[config.mk]
export PLATFORM = sky130hd
export DESIGN_NAME = stable_min_priority_queue
export DESIGN_NICKNAME = d
export VERILOG_FILES = /design/src/rtl/smpq_pkg.sv /design/src/rtl/smpq_ctrl.sv /design/src/rtl/smpq_dp.sv /design/src/rtl/stable_min_priority_queue.sv
export SDC_FILE = /design/constraint.sdc
export NUM_CORES = 2
export LEC_CHECK = 0
export BUFFER_PORTS_ARGS = -buffer_cell sky130_fd_sc_hd__buf_2
export CAP_MARGIN = 20
export CORE_UTILIZATION = 40
export CTS_BUF_LIST = sky130_fd_sc_hd__clkbuf_8
export DETAILED_ROUTE_END_ITERATION = 10
export PLACE_DENSITY = 0.63
export RECOVER_POWER = 100
export SLEW_MARGIN = 20
export SYNTH_ARGS = -nofsm -noshare
export SYNTH_HDL_FRONTEND = slang
export SYNTH_SLANG_ARGS = --single-unit
[constraint.sdc]
create_clock -name clk -period 14.9 [get_ports clk]
set_clock_uncertainty 0.2 [all_clocks]
set_input_delay 2.235 -clock clk [delete_from_list [all_inputs] [get_ports clk]]
set_output_delay 2.235 -clock clk [all_outputs]
set_load 0.01 [all_outputs]
[src/rtl/smpq_pkg.sv]
// shared types and codes for the stable min-priority queue
package smpq_pkg;

  localparam int CMD_W    = 2;
  localparam int STATUS_W = 3;

  typedef enum logic [CMD_W-1:0] {
    CMD_INSERT  = 2'd0,
    CMD_POP     = 2'd1,
    CMD_UPGRADE = 2'd2,
    CMD_CLEAR   = 2'd3
  } cmd_t;

  typedef enum logic [STATUS_W-1:0] {
    ST_OK          = 3'd0,
    ST_EMPTY       = 3'd1,
    ST_NOT_FOUND   = 3'd2,
    ST_MORE_URGENT = 3'd3,
    ST_FULL        = 3'd4
  } status_t;

  typedef enum logic [2:0] {
    S_IDLE,
    S_EXEC,
    S_SHIFT,
    S_SCAN,
    S_MATCH,
    S_UPDATE,
    S_RESP
  } state_t;

  // commands from controller to datapath
  typedef struct packed {
    logic accept;
    logic do_exec;
    logic run_shift;
    logic start_scan;
    logic run_scan;
    logic run_match;
    logic do_update;
    logic load_out;
  } dp_ctrl_t;

  // status from datapath to controller
  typedef struct packed {
    cmd_t cmd;
    logic empty;
    logic full;
    logic walk_done;
    logic out_free;
  } dp_stat_t;

endpackage

[src/rtl/smpq_ctrl.sv]
// sequencing state machine of the priority queue
module smpq_ctrl (
  input  logic              clk,
  input  logic              rst_n,
  input  logic              in_valid,
  output logic              in_ready,
  input  smpq_pkg::dp_stat_t stat,
  output smpq_pkg::dp_ctrl_t ctrl
);
  import smpq_pkg::*;

  state_t state_r, state_nxt;

  always_ff @(posedge clk) begin
    if (!rst_n) begin
      state_r <= S_IDLE;
    end else begin
      state_r <= state_nxt;
    end
  end

  always_comb begin
    state_nxt = state_r;
    case (state_r)
      S_IDLE: begin
        if (in_valid) state_nxt = S_EXEC;
      end
      S_EXEC: begin
        case (stat.cmd)
          CMD_POP:     state_nxt = stat.empty ? S_RESP : S_SHIFT;
          CMD_UPGRADE: state_nxt = stat.empty ? S_RESP : S_MATCH;
          default:     state_nxt = S_RESP;
        endcase
      end
      S_SHIFT: begin
        if (stat.walk_done) state_nxt = S_SCAN;
      end
      S_SCAN: begin
        if (stat.walk_done) state_nxt = S_RESP;
      end
      S_MATCH: begin
        if (stat.walk_done) state_nxt = S_UPDATE;
      end
      S_UPDATE: begin
        state_nxt = S_RESP;
      end
      S_RESP: begin
        if (stat.out_free) state_nxt = S_IDLE;
      end
      default: begin
        state_nxt = S_IDLE;
      end
    endcase
  end

  always_comb begin
    in_ready = 1'b0;
    ctrl     = '0;
    case (state_r)
      S_IDLE: begin
        in_ready    = 1'b1;
        ctrl.accept = in_valid;
      end
      S_EXEC: begin
        ctrl.do_exec = 1'b1;
      end
      S_SHIFT: begin
        ctrl.run_shift  = !stat.walk_done;
        ctrl.start_scan = stat.walk_done;
      end
      S_SCAN: begin
        ctrl.run_scan = 1'b1;
      end
      S_MATCH: begin
        ctrl.run_match = 1'b1;
      end
      S_UPDATE: begin
        ctrl.do_update = 1'b1;
      end
      S_RESP: begin
        ctrl.load_out = stat.out_free;
      end
      default: begin
        ctrl = '0;
      end
    endcase
  end

endmodule

[src/rtl/smpq_dp.sv]
// entry store, front cache, walk pointer and result register
module smpq_dp #(
  parameter int DEPTH     = 64,
  parameter int ID_BITS   = 16,
  parameter int PRIO_BITS = 16,
  parameter int AW        = $clog2(DEPTH),
  parameter int CW        = $clog2(DEPTH + 1)
) (
  input  logic                 clk,
  input  logic                 rst_n,
  input  smpq_pkg::cmd_t       in_command,
  input  logic [ID_BITS-1:0]   in_patient_id,
  input  logic [PRIO_BITS-1:0] in_priority_req,
  output logic                 out_valid,
  input  logic                 out_ready,
  output smpq_pkg::status_t    out_status,
  output logic [ID_BITS-1:0]   out_popped_id,
  output logic                 out_front_valid,
  output logic [ID_BITS-1:0]   out_front_id,
  output logic [PRIO_BITS-1:0] out_front_priority,
  output logic [CW-1:0]        out_entry_count,
  input  smpq_pkg::dp_ctrl_t   ctrl,
  output smpq_pkg::dp_stat_t   stat
);
  import smpq_pkg::*;

  localparam int EW = ID_BITS + PRIO_BITS;

  // entry store, {id, priority} per slot
  logic [EW-1:0] mem [DEPTH];
  logic [EW-1:0] rdata_r;
  logic          mem_we, mem_re;
  logic [AW-1:0] mem_wa;
  logic [EW-1:0] mem_wd;

  cmd_t                 cmd_r, cmd_nxt;
  logic [ID_BITS-1:0]   id_r, id_nxt;
  logic [PRIO_BITS-1:0] prio_r, prio_nxt;
  logic [CW-1:0]        count_r, count_nxt;
  logic [CW-1:0]        rptr_r, rptr_nxt;
  logic                 rvld_r, rvld_nxt;
  logic [AW-1:0]        ridx_r, ridx_nxt;
  logic                 fv_r, fv_nxt;
  logic [AW-1:0]        fslot_r, fslot_nxt;
  logic [ID_BITS-1:0]   fid_r, fid_nxt;
  logic [PRIO_BITS-1:0] fprio_r, fprio_nxt;
  logic                 found_r, found_nxt;
  logic [AW-1:0]        sel_r, sel_nxt;
  logic [PRIO_BITS-1:0] sel_prio_r, sel_prio_nxt;
  status_t              status_r, status_nxt;
  logic [ID_BITS-1:0]   popped_r, popped_nxt;

  logic                 ov_r, ov_nxt;
  status_t              o_status_r, o_status_nxt;
  logic [ID_BITS-1:0]   o_popped_r, o_popped_nxt;
  logic                 o_fv_r, o_fv_nxt;
  logic [ID_BITS-1:0]   o_fid_r, o_fid_nxt;
  logic [PRIO_BITS-1:0] o_fprio_r, o_fprio_nxt;
  logic [CW-1:0]        o_count_r, o_count_nxt;

  logic [ID_BITS-1:0]   rd_id;
  logic [PRIO_BITS-1:0] rd_prio;
  logic                 walking;

  assign rd_id   = rdata_r[EW-1:PRIO_BITS];
  assign rd_prio = rdata_r[PRIO_BITS-1:0];
  assign walking = ctrl.run_shift | ctrl.run_scan | ctrl.run_match;

  assign stat.cmd       = cmd_r;
  assign stat.empty     = (count_r == '0);
  assign stat.full      = (count_r == CW'(DEPTH));
  assign stat.walk_done = (rptr_r >= count_r) && !rvld_r;
  assign stat.out_free  = !ov_r || out_ready;

  always_ff @(posedge clk) begin
    if (mem_we) mem[mem_wa] <= mem_wd;
    if (mem_re) rdata_r <= mem[rptr_r[AW-1:0]];
  end

  always_comb begin
    cmd_nxt      = cmd_r;
    id_nxt       = id_r;
    prio_nxt     = prio_r;
    count_nxt    = count_r;
    rptr_nxt     = rptr_r;
    fv_nxt       = fv_r;
    fslot_nxt    = fslot_r;
    fid_nxt      = fid_r;
    fprio_nxt    = fprio_r;
    found_nxt    = found_r;
    sel_nxt      = sel_r;
    sel_prio_nxt = sel_prio_r;
    status_nxt   = status_r;
    popped_nxt   = popped_r;
    ov_nxt       = ov_r;
    o_status_nxt = o_status_r;
    o_popped_nxt = o_popped_r;
    o_fv_nxt     = o_fv_r;
    o_fid_nxt    = o_fid_r;
    o_fprio_nxt  = o_fprio_r;
    o_count_nxt  = o_count_r;
    mem_we       = 1'b0;
    mem_wa       = '0;
    mem_wd       = '0;

    if (ctrl.accept) begin
      cmd_nxt    = in_command;
      id_nxt     = in_patient_id;
      prio_nxt   = in_priority_req;
      status_nxt = ST_OK;
      popped_nxt = '0;
    end

    if (ctrl.do_exec) begin
      case (cmd_r)
        CMD_INSERT: begin
          if (stat.full) begin
            status_nxt = ST_FULL;
          end else begin
            mem_we    = 1'b1;
            mem_wa    = count_r[AW-1:0];
            mem_wd    = {id_r, prio_r};
            count_nxt = count_r + CW'(1);
            if (!fv_r || prio_r < fprio_r) begin
              fv_nxt    = 1'b1;
              fslot_nxt = count_r[AW-1:0];
              fid_nxt   = id_r;
              fprio_nxt = prio_r;
            end
          end
        end
        CMD_POP: begin
          if (stat.empty) begin
            status_nxt = ST_EMPTY;
          end else begin
            popped_nxt = fid_r;
            rptr_nxt   = CW'(fslot_r) + CW'(1);
          end
        end
        CMD_UPGRADE: begin
          if (stat.empty) begin
            status_nxt = ST_EMPTY;
          end else begin
            rptr_nxt  = '0;
            found_nxt = 1'b0;
          end
        end
        CMD_CLEAR: begin
          count_nxt = '0;
          fv_nxt    = 1'b0;
        end
        default: begin
          status_nxt = status_r;
        end
      endcase
    end

    // one read per cycle while walking the held entries
    mem_re   = walking && (rptr_r < count_r);
    rvld_nxt = mem_re;
    ridx_nxt = rptr_r[AW-1:0];
    if (mem_re) rptr_nxt = rptr_r + CW'(1);

    // close the gap: slot i+1 moves to slot i
    if (ctrl.run_shift && rvld_r) begin
      mem_we = 1'b1;
      mem_wa = ridx_r - AW'(1);
      mem_wd = rdata_r;
    end

    if (ctrl.start_scan) begin
      count_nxt = count_r - CW'(1);
      rptr_nxt  = '0;
      fv_nxt    = 1'b0;
    end

    // strict compare keeps the earliest slot on a tie
    if (ctrl.run_scan && rvld_r) begin
      if (!fv_r || rd_prio < fprio_r) begin
        fv_nxt    = 1'b1;
        fslot_nxt = ridx_r;
        fid_nxt   = rd_id;
        fprio_nxt = rd_prio;
      end
    end

    if (ctrl.run_match && rvld_r && rd_id == id_r) begin
      if (!found_r || rd_prio < sel_prio_r) begin
        found_nxt    = 1'b1;
        sel_nxt      = ridx_r;
        sel_prio_nxt = rd_prio;
      end
    end

    if (ctrl.do_update) begin
      if (!found_r) begin
        status_nxt = ST_NOT_FOUND;
      end else if (sel_prio_r < prio_r) begin
        status_nxt = ST_MORE_URGENT;
      end else begin
        mem_we = 1'b1;
        mem_wa = sel_r;
        mem_wd = {id_r, prio_r};
        if (prio_r < fprio_r || (prio_r == fprio_r && sel_r <= fslot_r)) begin
          fslot_nxt = sel_r;
          fid_nxt   = id_r;
          fprio_nxt = prio_r;
        end
      end
    end

    if (ctrl.load_out) begin
      ov_nxt       = 1'b1;
      o_status_nxt = status_r;
      o_popped_nxt = popped_r;
      o_fv_nxt     = fv_r;
      o_fid_nxt    = fv_r ? fid_r : '0;
      o_fprio_nxt  = fv_r ? fprio_r : '0;
      o_count_nxt  = count_r;
    end else if (out_ready) begin
      ov_nxt = 1'b0;
    end
  end

  always_ff @(posedge clk) begin
    if (!rst_n) begin
      count_r <= '0;
      rptr_r  <= '0;
      rvld_r  <= 1'b0;
      fv_r    <= 1'b0;
      found_r <= 1'b0;
      ov_r    <= 1'b0;
      cmd_r   <= CMD_INSERT;
    end else begin
      count_r <= count_nxt;
      rptr_r  <= rptr_nxt;
      rvld_r  <= rvld_nxt;
      fv_r    <= fv_nxt;
      found_r <= found_nxt;
      ov_r    <= ov_nxt;
      cmd_r   <= cmd_nxt;
    end
  end

  always_ff @(posedge clk) begin
    id_r       <= id_nxt;
    prio_r     <= prio_nxt;
    ridx_r     <= ridx_nxt;
    fslot_r    <= fslot_nxt;
    fid_r      <= fid_nxt;
    fprio_r    <= fprio_nxt;
    sel_r      <= sel_nxt;
    sel_prio_r <= sel_prio_nxt;
    status_r   <= status_nxt;
    popped_r   <= popped_nxt;
    o_status_r <= o_status_nxt;
    o_popped_r <= o_popped_nxt;
    o_fv_r     <= o_fv_nxt;
    o_fid_r    <= o_fid_nxt;
    o_fprio_r  <= o_fprio_nxt;
    o_count_r  <= o_count_nxt;
  end

  assign out_valid          = ov_r;
  assign out_status         = o_status_r;
  assign out_popped_id      = o_popped_r;
  assign out_front_valid    = o_fv_r;
  assign out_front_id       = o_fid_r;
  assign out_front_priority = o_fprio_r;
  assign out_entry_count    = o_count_r;

endmodule

[src/rtl/stable_min_priority_queue.sv]
// top level of the stable min-priority queue
//
// min-priority queue of (id, priority) entries kept in arrival order in a
// single-port-read entry store of DEPTH slots. the front is the entry with
// the smallest priority value, earliest arrival on a tie, and is cached in
// registers so insert and clear need no walk of the store. upgrade walks
// all N held entries once to find the most urgent entry with the id. pop
// closes the gap by moving each later entry down one slot and then walks
// the remaining entries to find the new front. both walks are paced by
// the store's one registered read per cycle. one request is worked on at
// a time; its result lands in an output register, so a new request is
// taken while the previous result still waits for out_ready. the store
// needs no clearing after reset since only slots below the count are ever
// read.
module stable_min_priority_queue #(
  parameter int DEPTH     = 64,
  parameter int ID_BITS   = 16,
  parameter int PRIO_BITS = 16
) (
  input  logic                           clk,
  input  logic                           rst_n,
  // request channel
  input  logic                           in_valid,
  output logic                           in_ready,
  input  smpq_pkg::cmd_t                 in_command,
  input  logic [ID_BITS-1:0]             in_patient_id,
  input  logic [PRIO_BITS-1:0]           in_priority_req,
  // result channel
  output logic                           out_valid,
  input  logic                           out_ready,
  output smpq_pkg::status_t              out_status,
  output logic [ID_BITS-1:0]             out_popped_id,
  output logic                           out_front_valid,
  output logic [ID_BITS-1:0]             out_front_id,
  output logic [PRIO_BITS-1:0]           out_front_priority,
  output logic [$clog2(DEPTH + 1)-1:0]   out_entry_count
);
  import smpq_pkg::*;

  dp_ctrl_t ctrl;
  dp_stat_t stat;

  // sequencer: accept, execute, walk the store, respond
  smpq_ctrl u_ctrl (
    .clk      (clk),
    .rst_n    (rst_n),
    .in_valid (in_valid),
    .in_ready (in_ready),
    .stat     (stat),
    .ctrl     (ctrl)
  );

  // store, front cache and result register
  smpq_dp #(
    .DEPTH     (DEPTH),
    .ID_BITS   (ID_BITS),
    .PRIO_BITS (PRIO_BITS)
  ) u_dp (
    .clk                (clk),
    .rst_n              (rst_n),
    .in_command         (in_command),
    .in_patient_id      (in_patient_id),
    .in_priority_req    (in_priority_req),
    .out_valid          (out_valid),
    .out_ready          (out_ready),
    .out_status         (out_status),
    .out_popped_id      (out_popped_id),
    .out_front_valid    (out_front_valid),
    .out_front_id       (out_front_id),
    .out_front_priority (out_front_priority),
    .out_entry_count    (out_entry_count),
    .ctrl               (ctrl),
    .stat               (stat)
  );

endmodule
After elaboration in Yosys (flattened, before gate mapping)
Memory sizes are Yosys's and may differ from the RTL's. A register that Yosys moved wholly into a read port is not among the register bits.
Index checks and enable logic that the tools add are counted.

storage, ports and cells
  register bits after elaboration = 199
  memory bits (writable) = 2048
  input port bits = 38
  output and inout port bits = 61
  memories kept = 1

cells by class
  add/sub/neg operators = 5
  magnitude comparators = 7
  equal/unequal tests = 20
  muxes and demuxes = 105
  bitwise gates (word level) = 3
  reduce and logical (&&, ||, !) cells = 31

memory list
  name      depth  width  rd ports  clocked after memory_dff  write ports  line           RTL
  u_dp.mem  64     32     1         1                         1            smpq_dp.sv:30  logic [EW-1:0] mem [DEPTH];

operator list
  cell                                                                      number
  16-bit 2-to-1 mux                                                         24
  32-bit 2-to-1 mux                                                         7
  6-bit 2-to-1 mux                                                          17
  16-bit < comparator                                                       4
  7-bit 2-to-1 mux                                                          7
  3-bit 2-to-1 mux                                                          13
  16-bit == test                                                            2
  1-bit 2-to-1 mux                                                          29
  7-bit one-hot mux with 2 select lines                                     2
  3-bit one-hot mux with 7 select lines                                     1
  7-bit by 1-bit adder with 7-bit output (second input constant)            2
  3-bit one-hot mux with 2 select lines                                     2
  3-bit == test (second input constant)                                     3
  2-bit by 1-bit inequality test with 1-bit output (second input constant)  4
  6-bit by 1-bit adder with 7-bit output (second input constant)            1
  7-bit == test (second input constant)                                     1
  7-bit greater-or-equal comparator                                         1
  1-bit logical AND                                                         7
  7-bit logical NOT                                                         1
  7-bit < comparator                                                        1
  7-bit by 1-bit subtractor with 7-bit output (second input constant)       1
  3-bit by 2-bit == test with 1-bit output (second input constant)          2
  6-bit less-or-equal comparator                                            1
  3-bit by 2-bit inequality test with 1-bit output (second input constant)  2
  other kinds (21)                                                          36

Depth between registers and ports, before layout
  depth in word-level cells = 12
  depth in mapped cells = 14
  depth with buffers taken out = 10

By module
From an unflattened synthesis, not the netlist that was laid out.

second synthesis, totals
  cells, all modules = 3989
  area total of the unflattened synthesis = 89006.6 um^2

modules (own cells, without submodules)
  module     times used  cells each  area an instance (um^2)
  smpq_dp    1           3953        88705.1
  smpq_ctrl  1           36          301.5

Least setup slack after synthesis
Ideal clock, no wire load.

  path kind = in2reg
  from = input port out_ready
  to = register u_dp.o_count_r[0], in the netlist u_dp.out_entry_count[0], enable pin
  library setup time = 0.561 ns
  arrival time = 6.667 ns
  slack = 7.472 ns
  stages = 2
  path through = nand2b_1 -> nor3b_1

RTL lines
  item                  line                             RTL
  from (decl)           stable_min_priority_queue.sv:30  input logic out_ready,
  to (signal assigned)  smpq_dp.sv:261                   o_count_r <= o_count_nxt;
  to (decl)             smpq_dp.sv:59                    logic [CW-1:0] o_count_r, o_count_nxt;

Final worst setup path
  from = register u_dp.rptr_r[0]
  to = register u_dp.rdata_r[8] (read register of u_dp.mem) (data pin)

between the ends
  cells in the longest elaborated chain, start to end = 7
  elaborated cells between the ends (all ways) = 8
  those cells by class = 2 x order compare; 1 x mux; 2 x bitwise; 3 x reduce/logical

RTL lines
  item                               line             RTL
  from (decl)                        smpq_dp.sv:40    logic [CW-1:0] rptr_r, rptr_nxt;
  from (signal assigned)             smpq_dp.sv:236   rptr_r <= rptr_nxt;
  7-bit greater-or-equal comparator  smpq_dp.sv:72    assign stat.walk_done = (rptr_r >= count_r) && !rvld_r;
  1-bit logical AND                  smpq_dp.sv:72
  1-bit logical NOT                  smpq_ctrl.sv:68  ctrl.run_shift = !stat.walk_done;
  2-bit 2-to-1 mux                   smpq_ctrl.sv:59  case (state_r)
  1-bit OR (2 in a row)              smpq_dp.sv:67    assign walking = ctrl.run_shift | ctrl.run_scan | ctrl.run_match;
  1-bit logical AND                  smpq_dp.sv:159   mem_re = walking && (rptr_r < count_r);
  to (decl)                          smpq_dp.sv:31    logic [EW-1:0] rdata_r;

Several ways; a longest one is shown, not always the timed one.
A chain may end at the register's enable or synchronous reset.

==> results_dict.tcl <==
set metrics [dict create \
    finalHoldViolCount 0 \
    firstDrtPassIters 6 \
    arrival_ns 9.24 \
    synth_warnings 0 \
    clk_path_buf_depth 4 \
    tns_ns 0 \
    maxSlewHeadroom -2.09 \
    path_cells "clkbuf_1 > buf_12 > buf_4 > mux4_2 > mux4_2 > mux4_2" \
    initial_core_util 0.403 \
    reg2regPathDepth 6 \
    powerDensity_nw_per_um2 150 \
    clkSlewWorstSetupHoldPaths_ns 0.06 \
    period_share 0.585 \
    gp_congestion 0.852 \
    numPortBuffers 98 \
    grtUsageTotal 0.199 \
    fillerInstances 18420 \
    cts_root_buffer "clkbuf_8" \
    start_kind "flip-flop" \
    synth.most_common_cell "edfxtp_1" \
    synth_top_cell_area_share 0.742 \
    drive_above_1_share 0.262 \
    cts_hold_buffers 0 \
    setup_viol 0 \
    cts_tree "done" \
    cp_max_fo 93 \
    synth_area_um2 88700 \
    dr_total_vias 43030 \
    rrSetupSlack_ns 6.19 \
    worst_slack_ns 6.19 \
    avgSynthCellArea_um2 22.5 \
    core_area_um2 220000 \
    final_nets 4435 \
    cap_viol_max_count 112 \
    antenna_found_initial 8 \
    synth_edf_count 2193 \
    endpoint "u_dp.rdata_r[8]$_DFFE_PP_" \
    yosys-mux-area-fraction 0.171 \
    die-area_um2 224000 \
    cts_resized 0 \
    min_path_type "reg -> reg" \
    synth_seq_area_share 0.762 \
    ant_nets 0 \
    reg2reg_from "u_dp.rptr_r[0]$_SDFFE_PP0P_" \
    cp.required_ns 15.43 \
    grt_pass1_wl_mm 318 \
    synth_top_family_by_area "multiplexers" \
    slowest_delay_ns 2.50 \
    grt_max_degree 136 \
    drv_slew 4500 \
    wl_per_cell_um 29.5 \
    drc 0 \
    yosys.area_share.xor_xnor 0.00267 \
    async_reset_ff_frac 0 \
    critPathSlowestCell "clkbuf_1" \
    synth.distinct_cells 69 \
    synth_area_leader_cell "edfxtp_1" \
    tightest_slew_ns 4.58 \
    drt_iter0_drc 5236 \
    synth_seq_cells 2279 \
    crit_start "u_dp.rptr_r[0]$_SDFFE_PP0P_" \
    synth-simple-area-share 0.0173 \
    violations "capacitance limit, slew limit" \
    grt_pass1_vias 43902 \
    path_depth 6 \
    synth_compound_area_frac 0.0225 \
    cts.sinks 2279 \
    syn-num-nets 4066 \
    die_h_um 473 \
    post-cts-setup-buffer-count 0 \
    area_delta_synth_final_pct 12.1 \
    numCtsBuffers 365 \
    worst_skew_pair.late_latency_ns 1.06 \
    worstSetupPathType "reg -> reg" \
    rsz0062_at_grt "no" \
    rows 172 \
    synthTopCellsByCount "2193 x edfxtp_1, 672 x mux4_2, 122 x clkbuf_1" \
    p_leak_nw 30.7 \
    htreeDepth 5 \
    endpoint_kind "flip-flop" \
    synth_area_leaders "edfxtp_1 74%, mux4_2 17%, dfxtp_1 1.9%, ha_1 1.2%, o22a_1 0.64%" \
    reg2reg_to "u_dp.rdata_r[8]$_DFFE_PP_" \
    max_freq_ghz 0.115 \
    fp.dieW_um 473 \
    cpMostUsedCell "mux4_2" \
    synthFlopType "edfxtp_1" \
    cp_top_family "buffers and inverters" \
    io_pins 99 \
    synthCells 3945 \
    status "finished with violations" \
    grt-ovfl-total 0 \
    yosys.area_share.adder 0.0117 \
    post-route-min-period_ns 8.71 \
    dp_hpwl_mm 121 \
    pre_cts_ws_ns 9.27 \
    path_buf_inv 3 \
    vias_per_cell 5.71 \
    totalWireLength_mm 222 \
    ir_drop_mv 0.101 \
]
[worst min-delay path by stage]
stage	start	to	slack, ns	cells past startpoint
finish	u_dp.popped_r[11]$_DFF_P_	u_dp.out_popped_id[11]$_DFFE_PP_	0.23	0
global route	u_dp.popped_r[2]$_DFF_P_	u_dp.out_popped_id[2]$_DFFE_PP_	0.23	0
CTS	u_dp.popped_r[11]$_DFF_P_	u_dp.out_popped_id[11]$_DFFE_PP_	0.22	0
detailed placement	u_dp.popped_r[1]$_DFF_P_	u_dp.out_popped_id[1]$_DFFE_PP_	0.21	0
global placement	u_dp.popped_r[4]$_DFF_P_	u_dp.out_popped_id[4]$_DFFE_PP_	0.22	0
floorplan	u_dp.rptr_r[2]$_SDFFE_PP0P_	u_dp.ridx_r[2]$_DFF_P_	0.15	0
[placed cells by master, fill, tap and decap left out, types with 37 or more instances in the layout]
cell type,n
mux4_2,672
clkbuf_8,383
clkbuf_1,167
o21ai_0,39
nor2_4,37
ha_1,83
inv_1,195
a21oi_1,47
clkinv_1,80
nor2_1,74
dfxtp_1,84
o22a_1,65
nand2_1,69
edfxtp_1,2193
[kinds of logic (layout without fill, tap and decap cells)]
kind of cell             after synthesis  after routing
AO/OA/AOI/OAI                        272            272
XOR/XNOR                              27             27
AND/OR/NAND/NOR                      323            323
multiplexers                         679            679
buffers and inverters                282            908
flip-flops                          2279           2279
other                                  0              1
adder cells (fa/ha/maj)               83             83
[sequential cells by signal (all words and copies together), names as in the netlist, 16 cells and up]
name                     count
u_dp.sel_prio_r             16
u_dp.prio_r                 16
u_dp.mem                  2048
u_dp.out_front_id           16
u_dp.out_front_priority     16
u_dp.id_r                   16
u_dp.popped_r               16
u_dp.out_popped_id          16
u_dp.rdata_r                32
u_dp.fid_r                  16
u_dp.fprio_r                16
[per-layer routing]
| layer | up-vias | part of all wire | GRT usage |
|---|---|---|---|
| met5 | - | 0 | 0 |
| met4 | 0 | 0.023 | 0.0541 |
| met2 | 1923 | 0.48 | 0.320 |
| met3 | 344 | 0.081 | 0.0364 |
| li1 | 17542 | - | - |
| met1 | 23221 | 0.41 | 0.278 |
[worst reg2reg max path: cells and delay by family (launching register included)]
| kind | cells | cell delay [ns] |
|---|---|---|
| buffers and inverters | 3 | 4.22 |
| flip-flops | 1 | 2.36 |
| multiplexers | 3 | 1.59 |
[layout make-up]
class | instances | area, um2 | area share
tap | 2958 | 3700 | 0.0372
antenna | 1 | 2.50 | 0.0000252
clock buffer | 383 | 5270 | 0.0530
inverter | 82 | 308 | 0.00310
clock inverter | 241 | 1310 | 0.0131
sequential | 2279 | 67600 | 0.680
timing repair buffer | 202 | 927 | 0.00932
multi-input combinational | 1384 | 20300 | 0.205
[stage by stage]
stage	util	instance area [um2]	cells	hold slack [ns]	total power, mW
after floorplan	-	88700	3945	0.154	9.22
after global placement	0.425	93500	6905	0.216	10.0
after detailed placement	0.425	93500	6905	0.212	10.1
after CTS	0.455	100000	7529	0.224	15.0
after global routing	0.452	99400	7530	0.234	15.5
final	0.452	99400	7530	0.226	14.9
[power by group]
| group | internal, mW | leakage [nW] | switching [mW] |
|---|---|---|---|
| Clock | 2.58 | 3.79 | 2.37 |
| Sequential | 7.67 | 20.9 | 0.290 |
| Combinational | 0.734 | 5.97 | 1.28 |
| Total | 11.0 | 30.7 | 3.94 |
Note: power is estimated with default switching activity, not from simulation.
